`src/hdl/pixel_format_to_luma_unit_assert.svh`:
```
// ---------------------------------------------------------------------------
// Assertion macros shared by the luma unit
// ---------------------------------------------------------------------------
`ifndef PIXEL_FORMAT_TO_LUMA_UNIT_ASSERT_SVH
`define PIXEL_FORMAT_TO_LUMA_UNIT_ASSERT_SVH

// Same-cycle implication, checked out of reset.
`define PFL_ASSERT_NOW(lbl, ante, cons, msg) \
  lbl: assert property (@(posedge clk_i) disable iff (!rst_ni) (ante) |-> (cons)) \
    else $error(msg);

// Next-cycle implication, checked out of reset.
`define PFL_ASSERT_NEXT(lbl, ante, cons, msg) \
  lbl: assert property (@(posedge clk_i) disable iff (!rst_ni) (ante) |=> (cons)) \
    else $error(msg);

`endif

```
`src/hdl/pfl_pkg.sv`:
```
`timescale 1ns / 1ps
// ---------------------------------------------------------------------------
// pfl_pkg
// Types, codes and the luma weighting shared by the luma unit modules.
// ---------------------------------------------------------------------------
package pfl_pkg;

  localparam int unsigned DIM_W      = 13;
  localparam int unsigned DIM_MAX    = (1 << DIM_W) - 1;
  localparam int unsigned FMT_W      = 4;
  localparam int unsigned FIFO_DEPTH = 2;  // power of two

  localparam logic [7:0] WEIGHT_R = 8'd77;
  localparam logic [7:0] WEIGHT_G = 8'd150;
  localparam logic [7:0] WEIGHT_B = 8'd29;

  typedef enum logic [1:0] {
    CFG_FORMAT = 2'd0,
    CFG_WIDTH  = 2'd1,
    CFG_HEIGHT = 2'd2
  } pfl_cfg_e;

  typedef enum logic [FMT_W-1:0] {
    FMT_LUMA     = 4'd0,
    FMT_RGBA     = 4'd1,
    FMT_BGRA     = 4'd2,
    FMT_ARGB     = 4'd3,
    FMT_ABGR     = 4'd4,
    FMT_RGB      = 4'd5,
    FMT_BGR      = 4'd6,
    FMT_Y_FIRST  = 4'd7,
    FMT_Y_SECOND = 4'd8,
    FMT_565      = 4'd9,
    FMT_5551     = 4'd10,
    FMT_4444     = 4'd11
  } pfl_fmt_e;

  // One assembled pixel on its way to the weighting stage.
  typedef struct packed {
    pfl_fmt_e        fmt;
    logic [3:0][7:0] bytes;
    logic            last;
  } pfl_pix_t;

  function automatic logic [7:0] pfl_weigh(input logic [7:0] r, input logic [7:0] g,
                                           input logic [7:0] b);
    logic [15:0] sum;
    sum = WEIGHT_R * r + WEIGHT_G * g + WEIGHT_B * b;
    return sum[15:8];
  endfunction

  function automatic logic [7:0] pfl_luma(input pfl_pix_t p);
    logic [7:0] b0;
    logic [7:0] b1;
    logic [7:0] b2;
    logic [7:0] b3;
    logic [7:0] y;
    b0 = p.bytes[0];
    b1 = p.bytes[1];
    b2 = p.bytes[2];
    b3 = p.bytes[3];
    case (p.fmt)
      FMT_LUMA:     y = b0;
      FMT_RGBA:     y = pfl_weigh(b0, b1, b2);
      FMT_BGRA:     y = pfl_weigh(b2, b1, b0);
      FMT_ARGB:     y = pfl_weigh(b1, b2, b3);
      FMT_ABGR:     y = pfl_weigh(b3, b2, b1);
      FMT_RGB:      y = pfl_weigh(b0, b1, b2);
      FMT_BGR:      y = pfl_weigh(b2, b1, b0);
      FMT_Y_FIRST:  y = b0;
      FMT_Y_SECOND: y = b1;
      // Packed formats: widen each field and add half a step (a quarter step for 5551 green).
      FMT_565:  y = pfl_weigh({b0[7:3], 3'b100}, {b0[2:0], b1[7:5], 2'b10},
                              {b1[4:0], 3'b100});
      FMT_5551: y = pfl_weigh({b0[7:3], 3'b100}, {b0[2:0], b1[7:6], 3'b010},
                              {b1[5:1], 3'b100});
      default:  y = pfl_weigh({b0[7:4], 4'b1000}, {b0[3:0], 4'b1000},
                              {b1[7:4], 4'b1000});
    endcase
    return y;
  endfunction

endpackage

```
`src/hdl/pfl_front.sv`:
```
`timescale 1ns / 1ps
// ---------------------------------------------------------------------------
// pfl_front
// Holds configuration, assembles bytes into pixels and counts pixels.
// ---------------------------------------------------------------------------
module pfl_front #(
  parameter int unsigned MAX_FRAME_WIDTH  = 4096,
  parameter int unsigned MAX_FRAME_HEIGHT = 4096
) (
  input  logic                     clk_i,
  input  logic                     rst_ni,
  input  logic                     cfg_we_i,
  input  logic [1:0]               cfg_idx_i,
  input  logic [pfl_pkg::DIM_W-1:0] cfg_wdata_i,
  input  logic                     push_i,
  input  logic [7:0]               in_byte_i,
  input  logic                     frame_start_i,
  input  logic                     fifo_full_i,
  output logic                     pix_push_o,
  output pfl_pkg::pfl_pix_t        pix_o
);
  import pfl_pkg::*;

  localparam int unsigned W_LIM   = (MAX_FRAME_WIDTH < DIM_MAX) ? MAX_FRAME_WIDTH : DIM_MAX;
  localparam int unsigned H_LIM   = (MAX_FRAME_HEIGHT < DIM_MAX) ? MAX_FRAME_HEIGHT : DIM_MAX;
  localparam int unsigned W_RST   = (W_LIM < 640) ? W_LIM : 640;
  localparam int unsigned H_RST   = (H_LIM < 480) ? H_LIM : 480;
  localparam int unsigned TOT_W   = $clog2(W_LIM * H_LIM + 1);
  localparam int unsigned TOT_RST = W_RST * H_RST;

  function automatic logic [DIM_W-1:0] clamp_dim(input logic [DIM_W-1:0] v,
                                                 input logic [DIM_W-1:0] lim);
    logic [DIM_W-1:0] r;
    if (v == '0) begin
      r = DIM_W'(1);
    end else if (v > lim) begin
      r = lim;
    end else begin
      r = v;
    end
    return r;
  endfunction

  logic [FMT_W-1:0]     fmt_q;
  logic [DIM_W-1:0]     width_q, height_q;
  logic [TOT_W-1:0]     total_q, total_d;
  logic [1:0]           slot_q, slot_d;
  logic [7:0]           held_q [3];
  logic [7:0]           held_d [3];
  logic [TOT_W-1:0]     idx_q, idx_d;

  logic [DIM_W-1:0]     wdata_w, wdata_h;
  logic [DIM_W-1:0]     mul_a, mul_b;
  logic [2*DIM_W-1:0]   prod;
  logic                 total_we;

  logic                 accept;
  logic                 fmt_known;
  logic [1:0]           last_pos;
  logic [1:0]           slot_eff;
  logic [TOT_W-1:0]     idx_eff;
  logic [TOT_W:0]       idx_inc;
  logic                 is_last;

  // Frame size product, formed from the write data so it is ready at once.
  assign wdata_w = clamp_dim(cfg_wdata_i, DIM_W'(W_LIM));
  assign wdata_h = clamp_dim(cfg_wdata_i, DIM_W'(H_LIM));

  always_comb begin
    mul_a    = width_q;
    mul_b    = height_q;
    total_we = 1'b0;
    case (pfl_cfg_e'(cfg_idx_i))
      CFG_WIDTH: begin
        mul_a    = wdata_w;
        total_we = cfg_we_i;
      end
      CFG_HEIGHT: begin
        mul_b    = wdata_h;
        total_we = cfg_we_i;
      end
      default: begin
        total_we = 1'b0;
      end
    endcase
  end

  assign prod    = (2*DIM_W)'(mul_a) * (2*DIM_W)'(mul_b);
  assign total_d = prod[TOT_W-1:0];

  always_ff @(posedge clk_i or negedge rst_ni) begin
    if (!rst_ni) begin
      fmt_q    <= FMT_LUMA;
      width_q  <= DIM_W'(W_RST);
      height_q <= DIM_W'(H_RST);
      total_q  <= TOT_W'(TOT_RST);
    end else begin
      if (cfg_we_i && (pfl_cfg_e'(cfg_idx_i) == CFG_FORMAT)) begin
        fmt_q <= cfg_wdata_i[FMT_W-1:0];
      end
      if (cfg_we_i && (pfl_cfg_e'(cfg_idx_i) == CFG_WIDTH)) begin
        width_q <= wdata_w;
      end
      if (cfg_we_i && (pfl_cfg_e'(cfg_idx_i) == CFG_HEIGHT)) begin
        height_q <= wdata_h;
      end
      if (total_we) begin
        total_q <= total_d;
      end
    end
  end

  // Position of the byte that completes a pixel.
  always_comb begin
    fmt_known = 1'b1;
    last_pos  = 2'd0;
    case (pfl_fmt_e'(fmt_q))
      FMT_LUMA:                                     last_pos = 2'd0;
      FMT_RGBA, FMT_BGRA, FMT_ARGB, FMT_ABGR:       last_pos = 2'd3;
      FMT_RGB, FMT_BGR:                             last_pos = 2'd2;
      FMT_Y_FIRST, FMT_Y_SECOND, FMT_565, FMT_5551,
      FMT_4444:                                     last_pos = 2'd1;
      default:                                      fmt_known = 1'b0;
    endcase
  end

  assign accept   = push_i && !fifo_full_i;
  assign slot_eff = frame_start_i ? 2'd0 : slot_q;
  assign idx_eff  = frame_start_i ? '0 : idx_q;
  assign idx_inc  = {1'b0, idx_eff} + (TOT_W+1)'(1);
  assign is_last  = idx_inc >= {1'b0, total_q};

  always_comb begin
    pix_o.fmt   = pfl_fmt_e'(fmt_q);
    pix_o.last  = is_last;
    pix_o.bytes = {8'd0, held_q[2], held_q[1], held_q[0]};
    pix_o.bytes[last_pos] = in_byte_i;
  end

  always_comb begin
    slot_d     = slot_q;
    held_d     = held_q;
    idx_d      = idx_q;
    pix_push_o = 1'b0;
    if (accept) begin
      idx_d = idx_eff;
      if (!fmt_known) begin
        // Drop the byte and restart the pixel.
        slot_d = 2'd0;
      end else if (slot_eff < last_pos) begin
        held_d[slot_eff] = in_byte_i;
        slot_d           = slot_eff + 2'd1;
      end else begin
        pix_push_o = 1'b1;
        slot_d     = 2'd0;
        idx_d      = is_last ? '0 : idx_inc[TOT_W-1:0];
      end
    end
  end

  always_ff @(posedge clk_i or negedge rst_ni) begin
    if (!rst_ni) begin
      slot_q <= 2'd0;
      held_q <= '{default: 8'd0};
      idx_q  <= '0;
    end else begin
      slot_q <= slot_d;
      held_q <= held_d;
      idx_q  <= idx_d;
    end
  end

endmodule

```
`src/hdl/pfl_fifo.sv`:
```
`timescale 1ns / 1ps
// ---------------------------------------------------------------------------
// pfl_fifo
// Short pixel queue between the assembly front and the weighting back.
// ---------------------------------------------------------------------------
module pfl_fifo (
  input  logic              clk_i,
  input  logic              rst_ni,
  input  logic              push_i,
  input  pfl_pkg::pfl_pix_t wdata_i,
  output logic              full_o,
  input  logic              pop_i,
  output logic              empty_o,
  output pfl_pkg::pfl_pix_t rdata_o
);
  import pfl_pkg::*;

  localparam int unsigned PTR_W = (FIFO_DEPTH > 1) ? $clog2(FIFO_DEPTH) : 1;
  localparam int unsigned CNT_W = $clog2(FIFO_DEPTH + 1);

  pfl_pix_t          mem_q [FIFO_DEPTH];
  logic [PTR_W-1:0]  wr_ptr_q, rd_ptr_q;
  logic [CNT_W-1:0]  cnt_q;
  logic              do_push, do_pop;

  assign full_o  = cnt_q == CNT_W'(FIFO_DEPTH);
  assign empty_o = cnt_q == '0;
  assign do_push = push_i && !full_o;
  assign do_pop  = pop_i && !empty_o;
  assign rdata_o = mem_q[rd_ptr_q];

  always_ff @(posedge clk_i) begin
    if (do_push) begin
      mem_q[wr_ptr_q] <= wdata_i;
    end
  end

  always_ff @(posedge clk_i or negedge rst_ni) begin
    if (!rst_ni) begin
      wr_ptr_q <= '0;
      rd_ptr_q <= '0;
      cnt_q    <= '0;
    end else begin
      if (do_push) begin
        wr_ptr_q <= wr_ptr_q + PTR_W'(1);
      end
      if (do_pop) begin
        rd_ptr_q <= rd_ptr_q + PTR_W'(1);
      end
      case ({do_push, do_pop})
        2'b10:   cnt_q <= cnt_q + CNT_W'(1);
        2'b01:   cnt_q <= cnt_q - CNT_W'(1);
        default: cnt_q <= cnt_q;
      endcase
    end
  end

endmodule

```
`src/hdl/pfl_back.sv`:
```
`timescale 1ns / 1ps
// ---------------------------------------------------------------------------
// pfl_back
// Weights the queued pixel into luma and holds it in the result register.
// ---------------------------------------------------------------------------
module pfl_back (
  input  logic              clk_i,
  input  logic              rst_ni,
  input  pfl_pkg::pfl_pix_t head_i,
  input  logic              head_valid_i,
  output logic              head_pop_o,
  output logic [7:0]        luma_o,
  output logic              last_of_frame_o,
  output logic              empty_o,
  input  logic              pop_i
);
  import pfl_pkg::*;

  logic       valid_q;
  logic [7:0] luma_q, luma_d;
  logic       last_q;

  // Refill the result register when it is free or being drained this cycle.
  assign head_pop_o = head_valid_i && (!valid_q || pop_i);
  assign luma_d     = pfl_luma(head_i);

  always_ff @(posedge clk_i or negedge rst_ni) begin
    if (!rst_ni) begin
      valid_q <= 1'b0;
    end else if (head_pop_o) begin
      valid_q <= 1'b1;
    end else if (pop_i) begin
      valid_q <= 1'b0;
    end
  end

  always_ff @(posedge clk_i) begin
    if (head_pop_o) begin
      luma_q <= luma_d;
      last_q <= head_i.last;
    end
  end

  assign empty_o         = !valid_q;
  assign luma_o          = luma_q;
  assign last_of_frame_o = last_q;

endmodule

```
`src/hdl/pixel_format_to_luma_unit.sv`:
```
`timescale 1ns / 1ps
// The byte that completes a pixel goes into the pixel queue, then into the result register once it is free.
// Throughput: one byte per cycle while the pixel queue is not full; full stalls the input.
// Bytes that do not complete a pixel, and bytes of an unknown format, give no result.
// Reset: queue, byte slot, held bytes and pixel counter clear; format is luma copy, 640x480.
// ---------------------------------------------------------------------------
// pixel_format_to_luma_unit
// Byte-stream to luma converter: front assembly, pixel queue, weighting back.
// ---------------------------------------------------------------------------
module pixel_format_to_luma_unit #(
  parameter int unsigned MAX_FRAME_WIDTH  = 4096,
  parameter int unsigned MAX_FRAME_HEIGHT = 4096
) (
  input  logic                      clk_i,
  input  logic                      rst_ni,
  input  logic                      cfg_we_i,
  input  logic [1:0]                cfg_idx_i,
  input  logic [pfl_pkg::DIM_W-1:0] cfg_wdata_i,
  input  logic                      push,
  output logic                      full,
  input  logic [7:0]                in_byte_i,
  input  logic                      frame_start_i,
  output logic                      empty,
  input  logic                      pop,
  output logic [7:0]                luma_o,
  output logic                      last_of_frame_o
);
  import pfl_pkg::*;

  `include "pixel_format_to_luma_unit_assert.svh"

  logic     pix_push;
  pfl_pix_t pix;
  logic     fifo_full;
  logic     fifo_empty;
  logic     fifo_pop;
  pfl_pix_t head;

  pfl_front #(
    .MAX_FRAME_WIDTH  (MAX_FRAME_WIDTH),
    .MAX_FRAME_HEIGHT (MAX_FRAME_HEIGHT)
  ) u_front (
    .clk_i         (clk_i),
    .rst_ni        (rst_ni),
    .cfg_we_i      (cfg_we_i),
    .cfg_idx_i     (cfg_idx_i),
    .cfg_wdata_i   (cfg_wdata_i),
    .push_i        (push),
    .in_byte_i     (in_byte_i),
    .frame_start_i (frame_start_i),
    .fifo_full_i   (fifo_full),
    .pix_push_o    (pix_push),
    .pix_o         (pix)
  );

  pfl_fifo u_fifo (
    .clk_i   (clk_i),
    .rst_ni  (rst_ni),
    .push_i  (pix_push),
    .wdata_i (pix),
    .full_o  (fifo_full),
    .pop_i   (fifo_pop),
    .empty_o (fifo_empty),
    .rdata_o (head)
  );

  pfl_back u_back (
    .clk_i           (clk_i),
    .rst_ni          (rst_ni),
    .head_i          (head),
    .head_valid_i    (!fifo_empty),
    .head_pop_o      (fifo_pop),
    .luma_o          (luma_o),
    .last_of_frame_o (last_of_frame_o),
    .empty_o         (empty),
    .pop_i           (pop)
  );

  assign full = fifo_full;

  `PFL_ASSERT_NOW(a_no_push_when_full, pix_push, !fifo_full, "pixel pushed into full queue")
  `PFL_ASSERT_NEXT(a_result_follows_queue, !fifo_empty && (empty || pop), !empty,
                   "queued pixel did not reach the result register")
  `PFL_ASSERT_NEXT(a_drain_to_empty, pop && !empty && fifo_empty, empty,
                   "result register refilled from an empty queue")

endmodule

```
`config.mk`:
```
export PLATFORM = sky130hd
export DESIGN_NAME = pixel_format_to_luma_unit
export DESIGN_NICKNAME = d
export VERILOG_FILES = /design/src/hdl/pfl_pkg.sv /design/src/hdl/pfl_front.sv /design/src/hdl/pfl_fifo.sv /design/src/hdl/pfl_back.sv /design/src/hdl/pixel_format_to_luma_unit.sv
export VERILOG_INCLUDE_DIRS = /design/src /design/src/hdl
export SDC_FILE = /design/constraint.sdc
export NUM_CORES = 2
export LEC_CHECK = 0
export BUFFER_PORTS_ARGS = -buffer_cell sky130_fd_sc_hd__buf_4
export CAP_MARGIN = 20
export CORE_MARGIN = 5
export CORE_UTILIZATION = 43
export DETAILED_ROUTE_END_ITERATION = 10
export PLACE_DENSITY_LB_ADDON = 0.1
export SLEW_MARGIN = 20
export SYNTH_ARGS = -nofsm -noshare
export SYNTH_HDL_FRONTEND = slang
export SYNTH_SLANG_ARGS = --single-unit
```
`constraint.sdc`:
```
create_clock -name clk_i -period 7.6 [get_ports clk_i]
set_input_delay 1.14 -clock clk_i [delete_from_list [all_inputs] [get_ports clk_i]]
set_output_delay 1.14 -clock clk_i [all_outputs]
set_load 0.02 [all_outputs]
```
* Word level (Yosys, flattened, before mapping)
Memories as Yosys holds them, arrays and structs flattened. Cells that the tools add are included.
Operators by class: add/sub/neg operators 20, multipliers 19, bitwise operators 1, reduce and logical (&&, ||, !) cells 29, eq/ne operators 26, magnitude comparators 7, mux-type cells 29
Operators by type and width (count):
- $add A15 B16 Y16 | 7
- $add A16 B13 Y16 | 7
- $mux W25 | 4
- $mul A7 B8 Y15 const A | 6
- $pmux W8 S8 | 1
- $mul A5 B8 Y13 const A | 4
- $mux W13 | 4
- $bwmux W32 | 1
- $demux W8 S2 | 2
- $eq A4 B3 Y1 const B | 8
- $eq A4 B4 Y1 const B | 7
- $mul A7 B7 Y14 const A | 2
- $add A25 B1 Y26 const B | 1
- $ge A26 B25 Y1 | 1
- $mul A13 B13 Y25 | 1
- $bwmux W24 | 1
- $mul A7 B5 Y12 const A | 2
- $mul A5 B6 Y11 const A | 2
- $eq A4 B2 Y1 const B | 4
- $mux W8 | 2
- $gt A13 B13 Y1 const B | 1
- $logic_not A13 Y1 | 1
- $mul A7 B6 Y13 const A | 1
- $reduce_or A12 Y1 | 1
- other kinds (27) | 60
Storage, ports and cells: output and inout bits 11, memories kept 1, bits of input ports 29, logic and storage cells 147, bits in registers 120, memory bits (writable) 74
Memory list:
- u_fifo.mem_q | depth 2, bits a word 37, rd ports 1, clocked after memory_dff 0, write ports 1, line pfl_fifo.sv:21 | pfl_pix_t mem_q [FIFO_DEPTH];

* Depth between registers and ports, before layout
word-level depth 10, depth in mapped cells 35, mapped depth without buffers 31

* Hierarchy
A second synthesis with hierarchy kept.
Second synthesis, totals: cells, all modules 3190, area total of the unflattened synthesis 31403.9 µm²
By module, submodules not included:
- pfl_back | times used 1, seq. area each 295.3 µm², cells each 1768, area each 16594.7 µm²
- pfl_front | times used 1, seq. area each 2665.1 µm², cells each 1288, area each 11856.4 µm²
- pfl_fifo | times used 1, seq. area each 2322.2 µm², cells each 133, area each 2949.1 µm²
- pixel_format_to_luma_unit | times used 1, seq. area each 0.0 µm², cells each 1, area each 3.8 µm²

* Worst setup path after synthesis
OpenSTA, ideal clock, no wires.
kind register -> register, start reg u_fifo.rd_ptr_q, end reg u_back.luma_q[3] (netlist: u_back.luma_o[3]), data pin, path buffers 5, clock period less this slack 8.446 ns, data required time 7.341 ns, slack -0.846 ns, arrival time 8.187 ns, setup time 0.259 ns, cell stages (with the launch flop) 31, cells stage by stage dfrtp_1 buf_2 buf_2 buf_2 buf_1 buf_2 mux2i_1 inv_1 ha_1 ha_1 inv_1 fa_1 fa_1 inv_1 ha_1 xnor2_1 fa_1 fa_1 inv_1 fa_1 fa_1 inv_1 ha_1 a21oi_1 nor2b_1 a31oi_1 and2b_1 o21bai_1 xor2_1 a21o_1 o31a_1
Between the ends: cells in the longest elaborated chain, start to end 5, elaborated cells between the ends (all ways) 48, those cells by class add/sub: 14; mul: 18; eq/ne: 10; mux: 1; reduce/logical: 4; memory: 1
RTL lines:
- start, declared | line pfl_fifo.sv:22 | logic [PTR_W-1:0] wr_ptr_q, rd_ptr_q;
- start signal, assigned | line pfl_fifo.sv:48 | rd_ptr_q <= rd_ptr_q + PTR_W'(1);
- $mem_v2 Z2 W37 *
- $mul A7 B8 Y15 (tied with other cells) | line pfl_pkg.sv:48 | sum = WEIGHT_R * r + WEIGHT_G * g + WEIGHT_B * b;
- $add A15 B16 Y16 | line pfl_pkg.sv:48
- $add A16 B13 Y16 | line pfl_pkg.sv:48
- $pmux W8 S8 * | line pfl_pkg.sv:62 | case (p.fmt)
- net u_back.luma_d[3] | line pfl_back.sv:20 | logic [7:0] luma_q, luma_d;
- end signal, assigned | line pfl_back.sv:39 | luma_q <= luma_d;
- end, declared | line pfl_back.sv:20
Mark *: on every way through the listed nets, which the timed path passes. The rest lies on a longest branch. A chain may end at the register's enable or synchronous reset.

* Worst setup path in the final report
start reg u_fifo.rd_ptr_q, end reg u_back.luma_q[6] (netlist: u_back.luma_o[6]), data pin
The elaborated chain is that of the path after synthesis.

==> flow_summary.toml <==
[global_route]
grt_pass1_vias = 24190
grt_usage = 0.2328
grt_pass1_wl_um = 138600
grt_remaining_overflow = 0
grt_busiest_layer = "met2"
grt_antenna_before_repair = 1
use_met3 = 0.02834
grtUsageMet1 = 0.2761
grt_max_degree = 60
grt_util_met2 = 0.4232

[worst_hold_path]
min_path_cells = 2
worstHoldEndpoint = "u_front.total_q[18]"
worstHoldStart = "u_front.total_q[18]"
min_path_type = "reg -> reg"

[routing]
via_per_inst = 5.258
wire_per_inst_um = 20.84
antenna_left = 0
drtIter0Drc = 1097
drtPass1Iterations = 7
remaining_drc_errors = 0
num_vias = 22960
wl_um = 91000

[layout]
fillCellCount = 6775
final_nets = 4339
area.growth.synth_to_final_pct = 12.23
multi_input_area_sq_mm = 0.02375
postLayoutCoreUtil = 0.4886
final_cells = 4366
drive_above_1_share = 0.1321
register_area_sq_mm = 0.005284

[yosys]
synth_compound_area_frac = 0.09584
synth-xor-area-share = 0.04516
synth-simple-area-share = 0.1024
ys_seq_area_frac = 0.1692
synth-adder-area-share = 0.4530
synth_edf_count = 83
yosysTopAreaCell = "fa_1"
synth_seq_cells = 194
syn-cell-area_sq_mm = 0.03123
syn_nets = 4153
synth_area_per_cell_sq_um = 9.710
synth_async_sr_flop_share = 0.5722
synth_area_leaders = "fa_1 (24%), ha_1 (22%), dfrtp_1 (8.1%)"
synth_warnings = 0
synth_top_area_frac = 0.2378
synth_cell_type_count = 89
syn_inst = 3216
synthFlopType = "dfrtp_1"
synth_mux_area_frac = 0.04860
synth_top_family_by_area = "adder cells"

[timing]
maxSlewViolCount = 0
tightestPinTransition_ps = 1089
fin_skew_ps = 18.31
setup_viol_count_final = 0
tns_ps = 0
layout_min_cycle_time_ps = 7341
finalCritPeriodShare = 0.9659
max_freq_mhz = 136.2
whs_ps = 473.0
timing.slew.headroom = 0.2684
hold_violations = 0

[setup_path]
path_buf_inv = 6
timing.rr.end = "u_back.luma_o[6]"
arrival_ps = 7570
end_kind = "flip-flop"
slowest_stage = "fa_1"
worstPathMaxFanout = 7
worstPathRequired_ps = 7830
r2r_slack_ps = 260
cpPeakStageDelay_ps = 570
critical-path-top-delay-family = "adder cells"
r2r-start = "u_fifo.rd_ptr_q"
rr_worst_depth = 27
critPathKind = "reg -> reg"
crit_path_start = "u_fifo.rd_ptr_q"
cp_common_cell = "ha_1"
start_kind = "flip-flop"

[clock_network]
cts_max_level = 4
cts-root-buf = "clkbuf_16"
insertion_delay_ps = 490
cts_tree = "built"
cts_hold_buf = 0
clk_pin_slew_worst_paths_ps = 90
cts.sinks = 194
cts_buffer_depth = 2
cts_buffers = 17

[run]
drv_cap = 0

[placement]
dp_hpwl_um = 78350
placedCellCount = 4310
portBuffers = 39
gp_congestion = 0.9458

[die]
dieArea_sq_mm = 0.07811
die_width_um = 279.5
io_pins = 40
start_util = 0.4353
core_area_sq_mm = 0.07173
die_h_um = 279.5
rows = 98

[outcome]
status = "finished, final reports clean"
## layout make-up
type | instances | share of cell area
diodes | 1 | 0.00007141
multi-input cells | 2316 | 0.6778
clock inverters | 15 | 0.005855
flip-flops and latches | 194 | 0.1508
repair buffers | 215 | 0.04884
inverters | 658 | 0.07058
clock buffers | 17 | 0.01214
well taps | 950 | 0.03392
## worst max-delay path by stage
stage / end / cells past startpoint
floorplan: u_back.luma_o[3] / 29
global placement: u_back.luma_o[6] / 26
detailed placement: u_back.luma_o[6] / 26
CTS: u_back.luma_o[5] / 30
global route: u_back.luma_o[5] / 30
finish: u_back.luma_o[6] / 27
## per-stage QoR
step	setup slack (ps)	cell area [sq um]
after floorplan	32.00	31440
after global placement	-101.8	33840
after detailed placement	-104.9	33880
after CTS	-4.204	34530
after global routing	-30.62	35040
final	259.2	35040
## state kept, by name, indices dropped and copies added, names as in the netlist
name and count:
u_front.height_q 13, u_fifo.mem_q 74, u_front.fmt_q 4, u_front.width_q 13
u_back.last_of_frame_o 1, u_front.total_q 25, u_back.luma_o 8, u_fifo.cnt_q 2
u_front.idx_q 25, u_back.valid_q 1, u_fifo.wr_ptr_q 1, u_fifo.rd_ptr_q 1
u_front.slot_q 2, u_front.held_q 24
## synthesized netlist by cell type (14+ instances only)
cell,number
dfrtp_1,101
edfxtp_1,83
nand3_1,39
nor3_1,34
nand2b_1,43
a31oi_1,14
nor2_1,178
inv_1,656
clkbuf_1,30
mux2_2,93
a21o_1,40
o21a_1,22
ha_1,537
o21ai_0,70
xnor2_1,99
a21oi_1,112
and3_1,20
o21bai_1,31
or2_2,18
mux2i_1,47
xor2_1,62
nor2b_1,38
nand2_1,205
a22o_1,23
fa_1,371
and2_1,19
o21ai_1,29
## cell families after synthesis
| group | Yosys count |
|---|---|
| adder cells (fa/ha/maj) | 908 |
| buffers and inverters | 706 |
| AND/OR/NAND/NOR | 659 |
| AO/OA/AOI/OAI | 448 |
| flip-flops | 194 |
| XOR/XNOR | 161 |
| multiplexers | 140 |
## placed cells by master (no fill, tap or decap), drive strengths merged, types with 7 or more instances in the layout
master,count
nand4,11
a31oi,16
a211oi,15
dfrtp,101
inv,668
nor3,36
nand3,41
o41ai,7
o31ai,7
dfstp,10
o22ai,9
xnor2,99
clkbuf,18
a22o,23
and2,19
ha,537
a21o,40
o21ai,100
nand2,205
nor2b,38
o21bai,32
mux2i,47
and3,20
a21oi,114
nor3b,9
o21a,22
nor2,178
mux2,93
or3,13
nand2b,43
xor2,62
o211ai,7
edfxtp,83
or2,24
fa,371
buf,214
## timing repair
action | in CTS | in global routing
resized for setup | 2 | 58
setup endpoints to repair | 3 | 7
setup buffers | 1 | 21
pin swaps | 1 | 30
cloned | 0 | 1
hold endpoints to repair | 0 | 0
## worst min-delay path, delay by kind of cell, from the launching register on
| kind | cells | cell delay [ps] |
|---|---|---|
| flip-flops | 1 | 380 |
| AO/OA/AOI/OAI | 1 | 50 |
| AND/OR/NAND/NOR | 1 | 40 |
## metal layers
layer	vias up	routed length (um)
li1	10940	-
met1	11420	35910
met2	433	47340
met3	158	3194
met4	2	4551
met5	-	12
Power is not shown: default switching activity piles up to over one toggle a cycle in this logic, so the estimate is an artifact.
